### src/rtl/keypad_code_lock_controller_top_assert.svh
// Assertion macros shared by the keypad code lock RTL.
// Needs clk and rst_n in the scope where a macro is used.
`ifndef KEYPAD_CODE_LOCK_CONTROLLER_TOP_ASSERT_SVH
`define KEYPAD_CODE_LOCK_CONTROLLER_TOP_ASSERT_SVH

// Same-cycle implication, checked outside reset
`define KCLC_ASSERT_NOW(label, ante, cons) \
    label: assert property (@(posedge clk) disable iff (!rst_n) (ante) |-> (cons)) \
        else $error("kclc assertion failed");

// Next-cycle implication, checked outside reset
`define KCLC_ASSERT_NEXT(label, ante, cons) \
    label: assert property (@(posedge clk) disable iff (!rst_n) (ante) |=> (cons)) \
        else $error("kclc assertion failed");

`endif

### src/rtl/kclc_pkg.sv
// Shared types and constants for the keypad code lock controller.
// No dependencies.
package kclc_pkg;

    localparam int KEY_W   = 4;
    localparam int EVENT_W = 3;
    localparam int MODE_W  = 2;
    localparam int OUT_CNT_W = 3;
    localparam int FAIL_W  = 4;

    localparam logic [KEY_W-1:0]  KEY_DIGIT_MAX = 4'd9;
    localparam logic [KEY_W-1:0]  KEY_A         = 4'd10;
    localparam logic [FAIL_W-1:0] FAIL_MAX      = 4'd15;
    localparam logic [FAIL_W-1:0] LIMIT_RESET   = 4'd3;

    typedef enum logic [EVENT_W-1:0] {
        EV_IGNORED = 3'd0,
        EV_DIGIT   = 3'd1,
        EV_GRANTED = 3'd2,
        EV_DENIED  = 3'd3,
        EV_ALARM   = 3'd4,
        EV_CHANGE  = 3'd5,
        EV_LOCKED  = 3'd6,
        EV_SAVED   = 3'd7
    } kclc_event_t;

    // Control from the sequencer to the code store
    typedef struct packed {
        logic             take;   // write digit into the entry buffer
        logic             save;   // replace stored code, digit is the last one
        logic [KEY_W-1:0] digit;
    } kclc_buf_ctrl_t;

    // Factory code 1035, further digits zero
    function automatic logic [KEY_W-1:0] reset_digit(input int pos);
        logic [KEY_W-1:0] d;
        d = 4'd0;
        if (pos == 0)
            d = 4'd1;
        else if (pos == 2)
            d = 4'd3;
        else if (pos == 3)
            d = 4'd5;
        return d;
    endfunction

endpackage

### src/rtl/kclc_code_store.sv
// Stored code and entry buffer with the match compare for the code lock.
// Depends on kclc_pkg.
module kclc_code_store
    import kclc_pkg::*;
#(
    parameter int CODE_DIGITS = 4,
    parameter int CNT_W       = 2
)
(
    input  logic             clk,
    input  logic             rst_n,
    input  kclc_buf_ctrl_t   ctrl,
    input  logic [CNT_W-1:0] idx,
    output logic             match
);

    logic [KEY_W-1:0] stored_reg [CODE_DIGITS];
    logic [KEY_W-1:0] entry_reg  [CODE_DIGITS];

    // Compare buffered digits plus the incoming last digit
    always_comb
    begin
        match = (ctrl.digit == stored_reg[CODE_DIGITS-1]);
        for (int i = 0; i < CODE_DIGITS - 1; i++)
        begin
            if (entry_reg[i] != stored_reg[i])
                match = 1'b0;
        end
    end

    // Collect digits; contents are only read after being written
    always_ff @(posedge clk)
    begin
        if (ctrl.take)
            entry_reg[idx] <= ctrl.digit;
    end

    // Hold the stored code, load a new one on save
    always_ff @(posedge clk or negedge rst_n)
    begin
        if (!rst_n)
        begin
            for (int i = 0; i < CODE_DIGITS; i++)
                stored_reg[i] <= reset_digit(i);
        end
        else if (ctrl.save)
        begin
            for (int i = 0; i < CODE_DIGITS - 1; i++)
                stored_reg[i] <= entry_reg[i];
            stored_reg[CODE_DIGITS-1] <= ctrl.digit;
        end
    end

endmodule

### src/rtl/keypad_code_lock_controller_top.sv
// Top level of the keypad code lock controller: mode sequencer and result register.
// Depends on kclc_pkg, kclc_code_store and keypad_code_lock_controller_top_assert.svh.
//
// Usage:
//   Key beats arrive on key_code with in_valid/in_stall; one result beat per key
//   leaves on event_code, lock_mode, digits_entered and failed_count with
//   out_valid/out_stall. A beat moves when valid is high and stall is low.
//   Each key is handled in the cycle it is accepted; its result shows on the
//   outputs in the following cycle. One key per cycle is taken while the
//   output is free or being taken in the same cycle, so throughput is one beat
//   per cycle, set by the single registered update of mode, count and code.
//   When the receiver stalls a waiting result, in_stall rises and the result
//   holds until taken. The attempt limit is written through cfg_wr_en/cfg_wr_data;
//   the user must do so only while idle, which the block does not enforce.
//   Reset clears the mode to entry, the digit and failure counts to zero, the
//   limit to 3 and the stored code to 1035; no result is pending after reset.
`include "keypad_code_lock_controller_top_assert.svh"

module keypad_code_lock_controller_top
    import kclc_pkg::*;
#(
    parameter int CODE_DIGITS = 4
)
(
    input  logic                 clk,
    input  logic                 rst_n,
    input  logic                 cfg_wr_en,
    input  logic [FAIL_W-1:0]    cfg_wr_data,
    input  logic                 in_valid,
    output logic                 in_stall,
    input  logic [KEY_W-1:0]     key_code,
    output logic                 out_valid,
    input  logic                 out_stall,
    output logic [EVENT_W-1:0]   event_code,
    output logic [MODE_W-1:0]    lock_mode,
    output logic [OUT_CNT_W-1:0] digits_entered,
    output logic [FAIL_W-1:0]    failed_count
);

    localparam int CNT_W = (CODE_DIGITS > 1) ? $clog2(CODE_DIGITS) : 1;
    localparam logic [CNT_W-1:0] CNT_LAST = CNT_W'(CODE_DIGITS - 1);

    typedef enum logic [MODE_W-1:0] {
        MODE_ENTRY = 2'd0,
        MODE_MENU  = 2'd1,
        MODE_NEW   = 2'd2
    } mode_t;

    mode_t              mode_reg, mode_next;
    logic [CNT_W-1:0]   count_reg, count_next;
    logic [FAIL_W-1:0]  failed_reg, failed_next;
    logic [FAIL_W-1:0]  limit_reg;
    kclc_event_t        event_next;
    logic               out_valid_reg;
    kclc_event_t        event_reg;
    mode_t              lock_mode_reg;
    logic [CNT_W-1:0]   digits_reg;
    logic [FAIL_W-1:0]  failed_out_reg;

    kclc_buf_ctrl_t     buf_ctrl;
    logic               accept;
    logic               is_digit;
    logic               is_last;
    logic               match;
    logic [FAIL_W-1:0]  failed_inc;

    // Take a key whenever the result register is free or draining
    assign in_stall = out_valid_reg && out_stall;
    assign accept   = in_valid && !in_stall;
    assign is_digit = (key_code <= KEY_DIGIT_MAX);
    assign is_last  = (count_reg == CNT_LAST);
    assign failed_inc = (failed_reg == FAIL_MAX) ? FAIL_MAX : failed_reg + 1'b1;

    kclc_code_store #(
        .CODE_DIGITS (CODE_DIGITS),
        .CNT_W       (CNT_W)
    ) u_code_store (
        .clk   (clk),
        .rst_n (rst_n),
        .ctrl  (buf_ctrl),
        .idx   (count_reg),
        .match (match)
    );

    // Decide the next mode, counts and event for the key at the input
    always_comb
    begin
        mode_next      = mode_reg;
        count_next     = count_reg;
        failed_next    = failed_reg;
        event_next     = EV_IGNORED;
        buf_ctrl.take  = 1'b0;
        buf_ctrl.save  = 1'b0;
        buf_ctrl.digit = key_code;
        unique case (mode_reg)
            MODE_MENU:
            begin
                count_next = '0;
                if (key_code == KEY_A)
                begin
                    mode_next  = MODE_NEW;
                    event_next = EV_CHANGE;
                end
                else
                begin
                    mode_next  = MODE_ENTRY;
                    event_next = EV_LOCKED;
                end
            end
            MODE_NEW:
            begin
                if (is_digit)
                begin
                    if (is_last)
                    begin
                        buf_ctrl.save = accept;
                        count_next    = '0;
                        mode_next     = MODE_ENTRY;
                        event_next    = EV_SAVED;
                    end
                    else
                    begin
                        buf_ctrl.take = accept;
                        count_next    = count_reg + 1'b1;
                        event_next    = EV_DIGIT;
                    end
                end
            end
            default:
            begin
                // Entry mode, and the unused code behaves the same way
                mode_next = MODE_ENTRY;
                if (is_digit)
                begin
                    if (is_last)
                    begin
                        count_next = '0;
                        if (match)
                        begin
                            failed_next = '0;
                            mode_next   = MODE_MENU;
                            event_next  = EV_GRANTED;
                        end
                        else if (failed_inc >= limit_reg)
                        begin
                            failed_next = '0;
                            event_next  = EV_ALARM;
                        end
                        else
                        begin
                            failed_next = failed_inc;
                            event_next  = EV_DENIED;
                        end
                    end
                    else
                    begin
                        buf_ctrl.take = accept;
                        count_next    = count_reg + 1'b1;
                        event_next    = EV_DIGIT;
                    end
                end
            end
        endcase
    end

    // Hold state and the result register; advance on each accepted key
    always_ff @(posedge clk or negedge rst_n)
    begin
        if (!rst_n)
        begin
            mode_reg       <= MODE_ENTRY;
            count_reg      <= '0;
            failed_reg     <= '0;
            limit_reg      <= LIMIT_RESET;
            out_valid_reg  <= 1'b0;
            event_reg      <= EV_IGNORED;
            lock_mode_reg  <= MODE_ENTRY;
            digits_reg     <= '0;
            failed_out_reg <= '0;
        end
        else
        begin
            if (cfg_wr_en)
                limit_reg <= cfg_wr_data;
            if (accept)
            begin
                mode_reg       <= mode_next;
                count_reg      <= count_next;
                failed_reg     <= failed_next;
                out_valid_reg  <= 1'b1;
                event_reg      <= event_next;
                lock_mode_reg  <= mode_next;
                digits_reg     <= count_next;
                failed_out_reg <= failed_next;
            end
            else if (!out_stall)
            begin
                out_valid_reg <= 1'b0;
            end
        end
    end

    assign out_valid      = out_valid_reg;
    assign event_code     = event_reg;
    assign lock_mode      = lock_mode_reg;
    assign digits_entered = OUT_CNT_W'(digits_reg);
    assign failed_count   = failed_out_reg;

    // An accepted key always leaves a result pending
    `KCLC_ASSERT_NEXT(a_accept_gives_result, accept, out_valid)
    // A grant opens the menu with a cleared failure count
    `KCLC_ASSERT_NOW(a_grant_opens_menu, out_valid_reg && event_reg == EV_GRANTED,
        lock_mode_reg == MODE_MENU && failed_out_reg == '0 && digits_reg == '0)
    // An alarm clears the failure count and stays in entry mode
    `KCLC_ASSERT_NOW(a_alarm_clears, out_valid_reg && event_reg == EV_ALARM,
        failed_out_reg == '0 && lock_mode_reg == MODE_ENTRY)
    // Any key in the menu restarts the digit count
    `KCLC_ASSERT_NEXT(a_menu_resets_count, accept && mode_reg == MODE_MENU,
        count_reg == '0)

endmodule

### config.mk
export PLATFORM = sky130hd
export DESIGN_NAME = keypad_code_lock_controller_top
export DESIGN_NICKNAME = d
export VERILOG_FILES = /design/src/rtl/kclc_pkg.sv /design/src/rtl/kclc_code_store.sv /design/src/rtl/keypad_code_lock_controller_top.sv
export VERILOG_INCLUDE_DIRS = /design/src /design/src/rtl
export SDC_FILE = /design/constraint.sdc
export NUM_CORES = 1
export LEC_CHECK = 0
export BUFFER_PORTS_ARGS = -buffer_cell sky130_fd_sc_hd__buf_4
export CORE_ASPECT_RATIO = 1.1
export CORE_MARGIN = 2
export CORE_UTILIZATION = 62
export DETAILED_ROUTE_END_ITERATION = 10
export PLACE_DENSITY = 0.84
export SETUP_SLACK_MARGIN = 0.2
export SLEW_MARGIN = 20
export SYNTH_ARGS = -nofsm -noshare
export SYNTH_HDL_FRONTEND = slang
export SYNTH_SLANG_ARGS = --single-unit
### constraint.sdc
create_clock -name clk -period 5.77 [get_ports clk]
set_input_delay 0.8655 -clock clk [delete_from_list [all_inputs] [get_ports clk]]
set_output_delay 0.8655 -clock clk [all_outputs]
set_load 0.1 [all_outputs]
== Yosys cells after proc, flatten, opt, wreduce, memory -nomap -nowiden ==
Memory sizes are Yosys's and may differ from the RTL's.
Index checks and enable logic that the tools add are counted.
Widths: inputs -> output; s select.

* Register bits: 32
* Memory bits (writable): 16
* Output and inout port bits: 14
* Logic and storage cells: 73
* Memories kept: 1

* $add $sub $neg: 2
* $lt $le $gt $ge: 2
* Equality and inequality tests: 12
* Multiplexer cells: 37
* Bitwise operators: 1
* Reduce and logical (&&, ||, !) cells: 8

{| class="wikitable"
|+ Memories
! memory !! depth !! width !! read ports !! clocked after memory_dff !! wr ports !! RTL line !! RTL
|-
| u_code_store.entry_reg || 4 || 4 || 3 || 0 || 1 || kclc_code_store.sv:18 || <nowiki>logic [KEY_W-1:0] entry_reg [CODE_DIGITS];</nowiki>
|}

{| class="wikitable"
|+ Operator list
! kind !! number
|-
| $mux 4 || 6
|-
| $mux 3 || 6
|-
| $mux 2 || 8
|-
| $mux 1 || 14
|-
| $ne 4x4->1 || 3
|-
| $eq 4x4->1 const B || 2
|-
| $pmux 3 s2 || 1
|-
| $add 4x1->4 const B || 1
|-
| $eq 2x2->1 const B || 2
|-
| $eq 4x4->1 || 1
|-
| $ge 4x4->1 || 1
|-
| $le 4x4->1 const B || 1
|-
| $ne 2x2->1 const B || 2
|-
| $pmux 2 s2 || 1
|-
| $reduce_and 4->1 || 1
|-
| $reduce_and 3->1 || 1
|-
| $add 2x1->2 const B || 1
|-
| $eq 2x1->1 const B || 1
|-
| $logic_and 1x1->1 || 2
|-
| $ne 2x1->1 const B || 1
|-
| $pmux 1 s2 || 1
|-
| $reduce_and 2->1 || 1
|-
| $reduce_bool 2->1 || 1
|-
| $reduce_or 2->1 || 1
|-
| 2 further kinds || 2
|}

== Longest topological paths before layout ==
Gate-level depths: netlist of the first run.
An unclocked memory read counts as a cell.

* Depth after elaboration: 9
* Gate-level depth with buffers: 10

== Hierarchy ==
From an unflattened synthesis of the first run, not the netlist that was laid out.

* Cell total of the unflattened synthesis: 178
* Area total of the unflattened synthesis: 2228.4 µm²

{| class="wikitable"
|+ By module, submodules not included
! module !! times used !! cells an instance !! area an instance (µm²) !! sequential area each (µm²)
|-
| kclc_code_store || 1 || 70 || 1209.9 || 767.0
|-
| keypad_code_lock_controller_top || 1 || 108 || 1018.5 || 402.9
|}

== Least setup slack after synthesis of the first run ==
Ideal clock, no wire load.

* Kind: register to register
* Start: reg failed_count[0] (netlist name)
* End: reg event_reg[2] (netlist: event_code[2])
* Setup time: 0.126 ns
* Data arrival time: 2.786 ns
* Data required time: 5.644 ns
* Path slack: 2.858 ns
* Stages on the path, launching flop included: 11
* Path buffers: 0
* Cell sequence: dfrtp_1 -> ha_1 -> nand3_1 -> nand2_1 -> inv_1 -> ha_1 -> nand2b_1 -> a211o_1 -> a21oi_2 -> nor2_1 -> a221o_1

{| class="wikitable"
|+ RTL lines
! element !! RTL line !! RTL
|-
| to (signal assigned) || keypad_code_lock_controller_top.sv:191 || <nowiki>event_reg <= event_next;</nowiki>
|-
| to (decl) || keypad_code_lock_controller_top.sv:55 || <nowiki>kclc_event_t event_reg;</nowiki>
|}

==> reports/results.ini, run 1 <==
[global_routing]
grt_usage = 0.226
grt_pass1_vias = 1422
antenna_found_initial = 0
grt_max_degree = 33
grt_pass1_wl_mm = 6.52
grt_overflow = 0

[floorplanning]
dieArea_um2 = 4080
placementRows = 22
core_area_um2 = 3390
die_w_um = 61.1
initial_core_util = 0.656
dieHeight_um = 66.8
num_io_pins = 27

[route]
routed_wl_mm = 4.04
post_drt_wl_per_cell_um = 16.1
first_pass_iters = 4
drtAntennaViolNets = 0
drt_iter0_markers = 72
num_vias = 1440
vias_per_cell = 5.74
drc_errors = 0

[timing]
slew_headroom = 0.553
setup_viol = 0
finalCritPeriodShare = 0.413
worstMarginPinSlew_ns = 0.662
period_minus_slack_ns = 2.38
slew_violations = 0
finalHoldViolCount = 0
grt_setup_unrepaired = no
max_freq_ghz = 0.420
clock_skew_ns = 0.0125
tns_ns = 0

[place]
portBuffers = 25
placed_cell_area_um2 = 2450
dp_hpwl_mm = 2.99
place.gp.congestion = 0.920

[pwr]
p_per_area_nw_per_um2 = 390
p_leak_uw = 0.00122
irDropWorstVdd_uv = 251

[layout]
n_antenna_cell = 0
nets = 226
largest_reg_flops = 16
stdcell_area_um2 = 2530
drive_gt1_frac = 0.300
areaGrowthSynthToFinish_pct = 13.9
fillCellCount = 239

[logic_synthesis]
synth.distinct_cells = 44
synth_nets = 197
yosys_warnings = 0
syn_area_per_cell_um2 = 12.8
synth-async-reset-ratio = 0.727
netlist_instances = 173
synth_flop_cell = dfrtp_1
synth_seq_area_share = 0.527
syn_area_um2 = 2220
ys_ff_latch = 44
synth_edf_count = 12

[setup_path]
worstPathRequired_ns = 6.03
cp.arrival_ns = 2.64
crit_type = flop to flop
end_kind = flop
critical_path.startpoint_type = flop
path_max_fanout = 4

[cts]
path_clk_slew_ns = 0.14
clock_path_buffers = 2
cts_buffers = 5
clk_latency_ns = 0.37
cts_hold_buffers = 0
cts.sinks = 44
htreeDepth = 2
cts_root_buf = clkbuf_4
cts_tree = built
cts_resized = 0
post_cts.repair.setup_buffers = 0

[status]
outcome = finished clean

[hold_path]
hold_path.class = input port to asynchronous set/reset pin

[job]
drv_cap = 0

-- through the flow --
step | instances | utilization | setup slack (ns) | hold slack (ns) | total power, µW
6_report | 251 | 0.747 | 3.39 | 0.408 | 986
2_1_floorplan | 173 | - | 2.86 | 0.476 | 697
4_1_cts | 251 | 0.747 | 3.40 | 0.413 | 991
5_1_grt | 251 | 0.747 | 3.28 | 0.424 | 1030
3_5_place_dp | 243 | 0.722 | 3.43 | 0.507 | 793
3_3_place_gp | 243 | 0.722 | 3.50 | 0.479 | 776
-- worst paths after layout --
path / start / cells past startpoint / slack [ns] / endpoint
setup / recovery: failed_count[1] / 10 / 3.39 / event_code[2]
hold / removal: rst_n / 1 / 0.41 / u_code_store.stored_reg[3]
setup reg to reg: failed_count[1] / 10 / 3.39 / event_code[2]
hold reg to reg: event_code[0] / 2 / 0.53 / event_code[0]
max in group asynchronous: rst_n / 1 / 5.03 / limit_reg[0]
min in group clk: event_code[0] / 2 / 0.53 / event_code[0]
-- power breakdown --
part / switching [µW] / leakage (µW) / internal (µW)
Combinational: 277 / 0.000667 / 111
Sequential: 38.4 / 0.000511 / 362
Clock: 105 / 0.0000418 / 92.6
-- Yosys cell counts (all sizes together), types with 3 or more instances --
cell    number  area share
nand4        3       0.018
nor2         8       0.014
nand2       14       0.024
dfrtp       25        0.28
edfxtp      12        0.16
a21oi        4       0.011
xor2        16       0.063
dfstp        7       0.083
nand2b       3      0.0085
ha          11       0.062
nor4         5       0.029
mux2        17        0.10
o21ai        5       0.013
and2         3      0.0085
inv         10       0.017
a22o         4       0.016
nor3         3      0.0068
-- kinds of logic after synthesis --
family                   after synthesis  synth area share
flip-flops                            44             0.527
AND/OR/NAND/NOR                       44             0.125
AO/OA/AOI/OAI                         25            0.0822
multiplexers                          19             0.112
XOR/XNOR                              16            0.0631
buffers and inverters                 13            0.0270
adder cells (fa/ha/maj)               11            0.0620
other                                  1           0.00169
-- placed cells by master, fill, tap and decap left out, types with 2 or more instances in the layout --
cell | Yosys | layout
dfrtp_1 | 25 | 25
buf_4 | 1 | 25
xor2_1 | 16 | 16
nand2_1 | 14 | 14
edfxtp_1 | 12 | 12
ha_1 | 11 | 11
inv_1 | 10 | 10
mux2_4 | 10 | 10
nor2_1 | 8 | 8
dfstp_2 | 7 | 7
mux2_1 | 6 | 6
clkbuf_4 | 0 | 5
a22o_1 | 4 | 4
nand2b_1 | 3 | 3
nor3_1 | 3 | 3
and2_1 | 3 | 3
nor4_2 | 3 | 3
o21ai_0 | 3 | 3
a21oi_1 | 3 | 3
nand3_1 | 2 | 2
mux2i_1 | 2 | 2
o21a_1 | 2 | 2
o22ai_1 | 2 | 2
a31oi_1 | 2 | 2
-- final cells by class --
class / instances / area [µm²] / share of cell area
flip-flops and latches: 44 / 1170 / 0.462
multi-input cells: 116 / 991 / 0.392
repair buffers: 25 / 188 / 0.0742
well taps: 48 / 60.1 / 0.0237
clock inverters: 3 / 46.3 / 0.0183
clock buffers: 5 / 37.5 / 0.0148
inverters: 10 / 37.5 / 0.0148
-- layer usage --
| metal | routed length (µm) | global-route usage |
|---|---|---|
| met5 | 0 | 0 |
| met4 | 43 | 0.0978 |
| met3 | 193 | 0.0602 |
| met2 | 2160 | 0.376 |
| met1 | 1640 | 0.268 |
-- critical path, stage by stage, from the launching register on --
cell and delay [ns]:
dfrtp_1 0.44, ha_1 0.24, nand3_1 0.12, nand2_1 0.11
inv_1 0.05, ha_1 0.26, nand2b_1 0.14, a211o_1 0.30
a21oi_2 0.22, nor2_1 0.07, a221o_1 0.33
(Power assumes the default switching activity.)
==> run 2, diff against run 1 <==
Settings changed: ABC_AREA set to 1, CORE_UTILIZATION 62 to 58, PLACE_DENSITY 0.84 to 0.79.
Clock period 5.77 ns to 2.3 ns, I/O delays scaled along.
==> reports/results.ini, run 2 <==
[layout]
areaGrowthSynthToFinish_pct = 20.9
drive_gt1_frac = 0.214  ; -0.0862
final_common_cell = nand2_1
nets = 345  ; +53%
n_antenna_cell = 0  ; unchanged
layout_common_cells = 90 x nand2_1, 56 x inv_1, 29 x buf_4
fillCellCount = 295  ; +23%
largest_reg_flops = 16  ; unchanged
stdcell_count = 374  ; +49%
stdcell_area_um2 = 2830  ; +12%
post-route-util = 0.719  ; -0.0281

[timing]
setup_viol = 0  ; unchanged
slew_violations = 0  ; unchanged
slew_headroom = 0.598  ; +0.0449
grt_setup_unrepaired = yes
finalHoldViolCount = 0  ; unchanged
tns_ns = 0  ; unchanged
max_freq_ghz = 0.467  ; +11%
setup_slack_ns = 0.156  ; -3.23 ns
finalCritPeriodShare = 0.932  ; +0.519
clock_skew_ns = 0.00600  ; -0.00652 ns
period_minus_slack_ns = 2.14  ; -0.238 ns
worstMarginPinSlew_ns = 0.599  ; -0.0628 ns

[logic_synthesis]
synth.distinct_cells = 29  ; -34%
netlist_top_cells_count = 92 x nand2_1, 57 x inv_1, 25 x dfrtp_1
yosys_warnings = 0  ; unchanged
ys_ff_latch = 44  ; unchanged
yosysMostFrequentCell = nand2_1
synth.top_cell.area_share = 0.267  ; -0.0143
syn_area_per_cell_um2 = 8.12  ; -37%
synth-async-reset-ratio = 0.727  ; unchanged
yosys.area.top_type = dfrtp_1
synthTopCellsByArea = dfrtp_1 27%, edfxtp_1 15%, nand2_1 15%
synth_flop_cell = dfrtp_1
synth_seq_area_share = 0.500  ; -0.0268
syn_area_um2 = 2340  ; +5.4%
synth_edf_count = 12  ; unchanged
synth_nets = 312  ; +58%
netlist_instances = 288  ; +66%

[hold_path]
hold_path.class = input port to flop
hold_depth = 2
hold_start = cfg_wr_en
hold_path_end = limit_reg[1]

[setup_path]
regToRegEndpoint = failed_count[0]
critPathSlowestCell = dfrtp_4
critical_path.startpoint_type = flop
reg2reg_slack_ns = 0.16  ; -3.23 ns
r2r_start = failed_count[0]
reg2reg_depth = 12  ; +2
path_max_fanout = 5  ; +1
path_cells = ha_4, xnor2_2, nand2_1, ha_1, nand2_1, o21bai_1, o211ai_1, inv_1, nand2_2, inv_1, nand3_1, o21ai_0
crit_type = flop to flop
slowest_delay_ns = 0.52  ; +0.08 ns
critPathBufInv = 2  ; +1
end_kind = flop
cp.arrival_ns = 2.35  ; -0.29 ns
critPathTopFamily = flip-flops
worstPathRequired_ns = 2.50  ; -3.53 ns

[route]
vias_per_cell = 4.89  ; -15%
post_drt_wl_per_cell_um = 11.6  ; -28%
top_layer_used = met4
first_pass_iters = 4  ; unchanged
drtAntennaViolNets = 0  ; unchanged
wl_met1_mm = 1.83  ; +11%
drc_errors = 0  ; unchanged
dr_wl_met2_mm = 2.26  ; +4.9%
drt_iter0_markers = 87  ; +21%
routed_wl_mm = 4.34  ; +7.5%
num_vias = 1830  ; +27%
wl_met3_um = 201  ; +4.1%

[place]
place.gp.congestion = 0.922  ; +0.26%
placed_cell_area_um2 = 2610  ; +6.6%
place_inst = 362  ; +49%
portBuffers = 25  ; unchanged
dp_hpwl_mm = 3.05  ; +2.0%
pre_cts_ws_ns = 0.259  ; -3.17 ns

[floorplanning]
initial_core_util = 0.595  ; -0.0612
dieHeight_um = 70.6  ; +5.8%
core_area_um2 = 3930  ; +16%
placementRows = 24  ; +9.1%
dieArea_um2 = 4560  ; +12%
die_w_um = 64.6  ; +5.7%
num_io_pins = 27  ; unchanged

[global_routing]
grt_pass1_wl_mm = 7.13  ; +9.4%
grt_max_degree = 33  ; unchanged
grt_usage = 0.200  ; -0.0254
grt_overflow = 0  ; unchanged
antenna_found_initial = 0  ; unchanged
grt_pass1_vias = 1715  ; +21%

[cts]
cts_tree = built
cts_buffers = 5  ; unchanged
cts_root_buf = clkbuf_8
clock_path_buffers = 2  ; unchanged
cts.sinks = 44  ; unchanged
clk_latency_ns = 0.29  ; -0.08 ns
path_clk_slew_ns = 0.08  ; -0.06 ns
htreeDepth = 2  ; unchanged

[pwr]
p_per_area_nw_per_um2 = 1050  ; +170%
p_leak_uw = 0.00135  ; +10%
irDropWorstVdd_uv = 998  ; +300%

[status]
outcome = finished clean

[job]
drv_cap = 0  ; unchanged

run 2: final cells by class:
| cell class | instances | area (µm²) | share of cell area |
|---|---|---|---|
| flip-flops and latches | 44 | 1180 | 0.418 |
| well taps | 52 | 65.1 | 0.0230 |
| clock buffers | 6 | 82.6 | 0.0292 |
| clock inverters | 2 | 33.8 | 0.0119 |
| multi-input cells | 179 | 1010 | 0.356 |
| inverters | 61 | 229 | 0.0809 |
| repair buffers | 30 | 228 | 0.0805 |
run 2: report_power, final:
part | leakage, µW | internal [µW] | total, µW | switching [µW]
sequential | 0.000505 | 914 | 1010 | 97.8
combinational | 0.000783 | 416 | 1370 | 954
clock | 0.0000588 | 350 | 597 | 248
run 2: how the worst max path moves through the flow:
stage,from,to,depth (start not counted)
6_report,failed_count[0],failed_count[0],12
3_3_place_gp,failed_count[2],failed_count[3],12
3_5_place_dp,failed_count[1],failed_count[1],12
4_1_cts,failed_count[1],failed_count[1],12
5_1_grt,failed_count[0],failed_count[0],12
2_1_floorplan,failed_count[2],event_code[0],14
run 2: through the flow:
stage	hold WS (ns)	total power [µW]
final	0.268	2980
after global routing	0.262	3140
after CTS	0.251	2790
after detailed placement	0.309	2180
after global placement	0.307	2160
after floorplan	0.0494	1920
run 2: logic make-up after synthesis:
group,count (synthesis),synth area share
AND/OR/NAND/NOR,127,0.233
XOR/XNOR,1,0.00374
multiplexers,1,0.00481
other,1,0.00160
adder cells (fa/ha/maj),11,0.0588
AO/OA/AOI/OAI,38,0.0909
buffers and inverters,65,0.107
flip-flops,44,0.500
run 2: routing by layer:
metal,global-route usage,up-vias
li1,-,952
met1,0.241,837
met2,0.347,35
met3,0.0413,6
met4,0.0875,0
met5,0,-
run 2: what timing repair did:
action / 4_1_cts / 5_1_grt
hold buffers: 1 / 0
resized for setup: 0 / 11
setup endpoints to repair: 0 / 5
setup buffers: 0 / 3
hold endpoints to repair: 25 / 0
